## src/hdl/prbs_pkg.sv

```systemverilog
// Shared types, constants and the CORDIC angle table for the polar ring sampler
`default_nettype none

package prbs_pkg;

    // Field widths
    localparam int IDX_W     = 10;
    localparam int RAD_W     = 8;
    localparam int COORD8_W  = 8;
    localparam int VAL_W     = 16;
    localparam int RLEN_W    = 10;
    localparam int LEN_W     = 11;
    localparam int PHASE_W   = 32;
    localparam int CFG_W     = 9;
    localparam int CFG_IDX_W = 1;

    // Register indexes
    localparam logic [CFG_IDX_W-1:0] REG_IMAGE_WIDTH  = 1'b0;
    localparam logic [CFG_IDX_W-1:0] REG_IMAGE_HEIGHT = 1'b1;
    localparam logic [CFG_W-1:0]     DIM_RESET        = 9'd256;

    // Ring length: pi in Q24
    localparam logic [25:0] PI_Q24 = 26'd52707179;
    localparam logic [RLEN_W-1:0] RLEN_SAT = 10'd1023;

    // CORDIC datapath
    localparam int CORDIC_STEPS = 28;
    localparam int CV_W = 34;
    localparam int CZ_W = 32;
    localparam logic signed [CV_W-1:0] CORDIC_GAIN_Q30 = 34'sd652032874;

    // Product of a Q30 sine/cosine and the radius
    localparam int PROD_W = CV_W + RAD_W + 1;

    // Word carried alongside the datapath
    typedef struct packed {
        logic                   is_sample;
        logic [COORD8_W-1:0]    px;
        logic [COORD8_W-1:0]    py;
        logic [VAL_W-1:0]       pv;
        logic [RAD_W-1:0]       rad;
        logic [RLEN_W-1:0]      rlen;
        logic                   oor;
    } side_t;

    // Arctangent of 2^-k in units of 2^-32 turn
    function automatic logic signed [CZ_W-1:0] cordic_atan(input int k);
        logic signed [CZ_W-1:0] a;
        case (k)
            0:  a = 32'sd536870912;
            1:  a = 32'sd316933406;
            2:  a = 32'sd167458907;
            3:  a = 32'sd85004756;
            4:  a = 32'sd42667331;
            5:  a = 32'sd21354465;
            6:  a = 32'sd10679838;
            7:  a = 32'sd5340245;
            8:  a = 32'sd2670163;
            9:  a = 32'sd1335087;
            10: a = 32'sd667544;
            11: a = 32'sd333772;
            12: a = 32'sd166886;
            13: a = 32'sd83443;
            14: a = 32'sd41722;
            15: a = 32'sd20861;
            16: a = 32'sd10430;
            17: a = 32'sd5215;
            18: a = 32'sd2608;
            19: a = 32'sd1304;
            20: a = 32'sd652;
            21: a = 32'sd326;
            22: a = 32'sd163;
            23: a = 32'sd81;
            24: a = 32'sd41;
            25: a = 32'sd20;
            26: a = 32'sd10;
            27: a = 32'sd5;
            default: a = '0;
        endcase
        return a;
    endfunction

endpackage

`default_nettype wire

```

## src/hdl/prbs_div.sv

```systemverilog
// Pipelined restoring divider: phase = floor(index * 2^32 / length), one bit per stage
`default_nettype none

module prbs_div
    import prbs_pkg::*;
(
    input  wire logic               clk,
    input  wire logic               rst_n,
    input  wire logic               en,
    input  wire logic               in_valid,
    input  wire side_t              in_side,
    input  wire logic [IDX_W-1:0]   dividend,
    input  wire logic [LEN_W-1:0]   divisor,
    output logic                    out_valid,
    output side_t                   out_side,
    output logic [PHASE_W-1:0]      quotient
);

    logic [LEN_W-1:0]   rem_reg  [PHASE_W];
    logic [LEN_W-1:0]   len_reg  [PHASE_W];
    logic [PHASE_W-1:0] q_reg    [PHASE_W];
    side_t              side_reg [PHASE_W];
    logic               vld_reg  [PHASE_W];

    for (genvar k = 0; k < PHASE_W; k++) begin : g_step
        logic [LEN_W-1:0]   rem_cur;
        logic [LEN_W-1:0]   len_cur;
        logic [PHASE_W-1:0] q_cur;
        side_t              side_cur;
        logic               vld_cur;
        logic [LEN_W:0]     shifted;
        logic               ge;

        if (k == 0) begin : g_first
            assign rem_cur  = LEN_W'(dividend);
            assign len_cur  = divisor;
            assign q_cur    = '0;
            assign side_cur = in_side;
            assign vld_cur  = in_valid;
        end else begin : g_next
            assign rem_cur  = rem_reg[k-1];
            assign len_cur  = len_reg[k-1];
            assign q_cur    = q_reg[k-1];
            assign side_cur = side_reg[k-1];
            assign vld_cur  = vld_reg[k-1];
        end

        // Trial subtract of the doubled remainder
        assign shifted = {rem_cur, 1'b0};
        assign ge      = shifted >= {1'b0, len_cur};

        always_ff @(posedge clk or negedge rst_n)
        begin
            if (!rst_n)
            begin
                vld_reg[k] <= 1'b0;
            end
            else if (en)
            begin
                vld_reg[k] <= vld_cur;
            end
        end

        always_ff @(posedge clk)
        begin
            if (en)
            begin
                rem_reg[k]  <= ge ? LEN_W'(shifted - {1'b0, len_cur}) : shifted[LEN_W-1:0];
                len_reg[k]  <= len_cur;
                q_reg[k]    <= {q_cur[PHASE_W-2:0], ge};
                side_reg[k] <= side_cur;
            end
        end
    end

    assign out_valid = vld_reg[PHASE_W-1];
    assign out_side  = side_reg[PHASE_W-1];
    assign quotient  = q_reg[PHASE_W-1];

endmodule

`default_nettype wire

```

## config.mk

```make
export PLATFORM = sky130hd
export DESIGN_NAME = prbs_div
export DESIGN_NICKNAME = d
export VERILOG_FILES = /design/src/hdl/prbs_pkg.sv /design/src/hdl/prbs_div.sv
export SDC_FILE = /design/constraint.sdc
export NUM_CORES = 2
export LEC_CHECK = 0
export ABC_AREA = 1
export BUFFER_PORTS_ARGS = -buffer_cell sky130_fd_sc_hd__buf_2
export CORE_ASPECT_RATIO = 1.25
export CORE_MARGIN = 1.5
export CORE_UTILIZATION = 55
export DETAILED_ROUTE_END_ITERATION = 7
export PLACE_DENSITY = 0.79
export SLEW_MARGIN = 20
export SYNTH_ARGS = -nofsm -noshare
export SYNTH_HDL_FRONTEND = slang
export SYNTH_SLANG_ARGS = --single-unit
```

## constraint.sdc

```tcl
create_clock -name clk -period 1.9 [get_ports clk]
set_clock_uncertainty 0.2 [all_clocks]
set_input_delay 0.095 -clock clk [delete_from_list [all_inputs] [get_ports clk]]
set_output_delay 0.095 -clock clk [all_outputs]
set_load 0.1 [all_outputs]
```

# After elaboration in Yosys (flattened, before gate mapping)
# Memories as Yosys holds them, arrays and structs flattened.
# Index checks and enable logic that the tools add are counted.
# word_totals
ff_bits	32
mem_bits_rw	3392
elab_cells	134
mem_count	4
input_bits	77
output_inout_bits	85
# memory_table
memory	depth	width	rd	rd_ports_with_merged_regs	wr	line	text
side_reg	32	52	32	0	32	prbs_div.sv:22	side_t side_reg [PHASE_W];
q_reg	32	32	32	0	32	prbs_div.sv:21	logic [PHASE_W-1:0] q_reg [PHASE_W];
len_reg	32	11	31	0	32	prbs_div.sv:20	logic [LEN_W-1:0] len_reg [PHASE_W];
rem_reg	32	11	31	0	32	prbs_div.sv:19	logic [LEN_W-1:0] rem_reg [PHASE_W];
# classes
n_addsub	32
magnitude_cmp	32
mux	34
# ops
operator	n
$ge A12 B11 Y1	31
$mux W11	32
$sub A11 B11 Y11	32
$ge A11 B11 Y1	1
$mux W1	2

# Logic depth before layout (Yosys ltp)
# An unclocked memory read counts as a cell.
# depth
word_depth	3
ltp_mapped	14
ltp_nobuf	13

# Worst setup path before layout
# OpenSTA, ideal clock, no wires.
# synth_path
path_kind	register -> register
start	memory rem_reg[1][0], in the netlist rem_reg[0][11]
end	memory rem_reg[2][9], in the netlist rem_reg[0][31] (data pin)
path_buffers	1
required_time_ps	1447
synth_period_minus_slack_ps	2011
setup_ps	253
path_stages_with_launch	9
setup_slack_ps	-111
arrival_ps	1558
cell_sequence	edfxtp_1 > fa_1 > nand3_1 > nand3_1 > nand3_1 > nand4_1 > buf_4 > nand3_1 > nand2_1
# synth_rtl
item	line
from (decl)	prbs_div.sv:19

==> results.tsv <==
stage	metric	value	unit
outcome	outcome	complete, but fails checks	
outcome	violations	setup timing	
die	die_h	511	um
grt	grt_pass1_vias	69400	
sta	period_needed	2.25	ns
yosys	synth_edf_count	2874	
critical_path	reg2regPathDepth	9	
worst_hold_path	hold_depth	6	
critical_path	cp_max_fo	8	
critical_path	worstPathRequired	2.34	ns
worst_hold_path	hp-class	in2reg	
grt	antenna_found_initial	1	
placed_design	port_buffers	161	
critical_path	reg2reg_slack	-0.35	ns
routing	drcViolationCount	0	
clocking	root_buffer	clkbuf_16	
power	leakage	62.2	nW
grt	grt_use_total	22.1	%
critical_path	arrival	2.69	ns
yosys	async_reset_ff_share	1.10	%
routing	drt.antenna.violating_nets	0	
clocking	cts_tree	built	
clocking	h-tree-depth	5	
yosys	yosysWarningCount	0	
yosys	synthMuxAreaShare	0.0199	%
job	max_cap_viol_count	0	
finish	nFillCells	12700	
critical_path	reg2reg_to	rem_reg[0][27]$_DFFE_PP_	
yosys	synthTopCellsByCount	2,874 x edfxtp_1, 2,062 x nand2_1, 1,018 x inv_1	
yosys	synth-simple-area-share	12.8	%
yosys	synth_top_area_cell	edfxtp_1	
die	die_area	0.209	mm^2
sta	rsz0062_at_grt	true	
yosys	synth-compound-area-share	1.07	%
finish	largest_reg_flops	1664	
yosys	synth.top_cell.area_share	76.1	%
sta	setup_slack	-0.349	ns
critical_path	critPathCaptureType	flip-flop	
finish	syn2layout_area_growth	32.3	%
yosys	yosys-top-cells-area	edfxtp_1 76%, nand2_1 6.8%, ha_1 3.9%	
clocking	numCtsBuffers	290	
grt	grt_pass1_wl	363	mm
sta	tightest_slew	0.712	ns
yosys	synth_fa_ha_area_share	4.42	%
clocking	clock-sinks	2906	
yosys	syn-num-nets	8564	
grt	overflow	0	
yosys	syn_area_per_cell	14.0	um^2
placed_design	place_congestion	0.916	
yosys	syn_inst	8105	
yosys	synth_most_common_cell	edfxtp_1	
sta	setup_viol_count_final	384	
routing	vias	67900	
die	core-area	0.205	mm^2
worst_hold_path	hold_end	side_reg[6][38]$_DFFE_PP_	
routing	drtIter0Drc	4351	
sta	slew_headroom	52.4	%
routing	viasPerCell	5.08	
routing	wirelength	238	mm
routing	wl_per_cell	17.8	um
clocking	clk_path_buf_depth	4	
power	power.density	1430	mW/mm^2
critical_path	r2r_start	rem_reg[0][11]$_SDFFCE_PN0P_	
critical_path	crit_type	reg2reg	
yosys	synth_area	0.113	mm^2
grt	grt_max_degree	103	
finish	final_core_util	73.1	%
finish	nets	10900	
sta	final-hold-violation-count	0	
power	ir_drop	0.00128	V
finish	stdcell_count	13400	
sta	fin_crit_sh	118	%
finish	seq_area	0.0871	mm^2
sta	timing.final.max_slew_violations	0	
yosys	seq_area_frac_synth	76.8	%
routing	first_pass_iters	6	
critical_path	cp-start-kind	flip-flop	
placed_design	post-place-cells	12400	
yosys	synth_cell_type_count	30	
worst_hold_path	hold_start	en	
die	initial_core_util	55.2	%
yosys	synth-xor-area-share	0.726	%
finish	multi_input_area	0.0287	mm^2
clocking	clk_pin_slew_worst_paths	0.07	ns
die	die_w	409	um
yosys	ys_ff_latch	2906	
placed_design	place_hpwl	150	mm
die	io_pins	162	
die	num_rows	186	
clocking	insertion_delay	0.96	ns
yosys	synth_top_family_by_area	simple AND/OR/NAND/NOR gates	
yosys	ys.flop_type	edfxtp_1	
critical_path	startpoint	rem_reg[0][11]$_SDFFCE_PN0P_	
finish	drive_gt1_share	35.2	%
sta	fmax	0.445	GHz
-- layout by cell type, fill, tap and decap left out, types with 50 or more instances in the layout --
| cell | instances |
|---|---|
| nor2_1 | 218 |
| clkbuf_16 | 299 |
| nand2_1 | 1575 |
| xor2_1 | 93 |
| nor2_4 | 62 |
| dlygate4sd3_1 | 155 |
| ha_1 | 147 |
| buf_2 | 75 |
| nand3_4 | 72 |
| nand3_1 | 562 |
| clkinv_1 | 50 |
| ha_4 | 193 |
| buf_4 | 1616 |
| inv_2 | 140 |
| nand2_2 | 369 |
| buf_6 | 159 |
| a21oi_1 | 81 |
| nand4_1 | 94 |
| inv_1 | 877 |
| buf_12 | 84 |
| nand2_4 | 142 |
| a21oi_2 | 83 |
| nand3b_1 | 61 |
| nand3_2 | 191 |
| edfxtp_1 | 2874 |
-- cell families (layout without fill, tap and decap cells) --
| logic type | count (synthesis) | in the layout |
|---|---|---|
| DFF | 2906 | 2906 |
| muxes | 2 | 2 |
| adders and majority gates | 382 | 382 |
| other | 0 | 1 |
| AOI/OAI and AO/OA | 194 | 194 |
| buffers and inverters | 1119 | 3626 |
| and+or+nand+nor | 3408 | 3427 |
| xor gates and xnor gates | 94 | 94 |
-- layout make-up --
cell class | count | share of cell area [%]
diodes | 1 | 0.00167
repair buffers | 2109 | 11.9
multi-input cells | 4099 | 19.1
inverters | 1020 | 2.56
clock inverters | 150 | 0.946
flip-flops and latches | 2906 | 58.1
well taps | 2726 | 2.27
clock buffers | 347 | 5.09
-- repair_timing --
item	in CTS	in global routing
endpoints found under the hold margin	3013	2
gates resized for setup	982	817
cloned	29	5
buffers inserted	133	156
setup endpoints to repair	444	458
hold buffers	161	1
pin swaps	315	327
-- where the power goes --
| part | internal [mW] | leakage, nW | switching (mW) | total [mW] |
|---|---|---|---|---|
| clock | 32.1 | 4.43 | 22.9 | 55.0 |
| sequential | 80.4 | 28.5 | 4.98 | 85.4 |
| combinational | 34.4 | 29.3 | 39.5 | 74.0 |
| total | 147 | 62.2 | 67.4 | 214 |
-- routing by layer --
layer  GRT usage, %  part of all wire [%]
met5              0                     0
met3           3.57                   4.1
met1           25.2                    38
met2           40.7                    53
met4           10.4                   5.1
-- worst max-delay path: stages, from the launching register on --
cell	delay [ns]
edfxtp_1	0.47
buf_6	0.17
fa_2	0.35
nand3_2	0.09
nand3_4	0.10
nand3_2	0.07
nand4_1	0.16
buf_6	0.23
nand3_4	0.08
nand2_4	0.07
-- stage by stage --
| step | hold WS, ns | setup TNS, ns | power [mW] | worst slack, ns | area, um^2 |
|---|---|---|---|---|---|
| 4_1_cts | 0.00551 | -70.49 | 207 | -0.318 | 146000 |
| 2_1_floorplan | -0.401 | 0 | 115 | 0.000721 | 114000 |
| 6_report | 0.0649 | -72.41 | 214 | -0.349 | 150000 |
| 3_5_place_dp | -0.0274 | -97.32 | 142 | -0.460 | 129000 |
| 3_3_place_gp | -0.0491 | -90.38 | 141 | -0.423 | 129000 |
| 5_1_grt | 0.0464 | -98.65 | 225 | -0.403 | 150000 |
-- worst max path at each step --
stage                                      endpoint  cells past startpoint
after CTS                 rem_reg[1][107]$_DFFE_PP_                      9
final                      rem_reg[0][27]$_DFFE_PP_                      9
after floorplan            rem_reg[1][53]$_DFFE_PP_                      9
after global routing       rem_reg[0][79]$_DFFE_PP_                      9
after detailed placement  rem_reg[1][152]$_DFFE_PP_                      8
after global placement    rem_reg[1][152]$_DFFE_PP_                      9
Power figures use the tool's default switching activity.
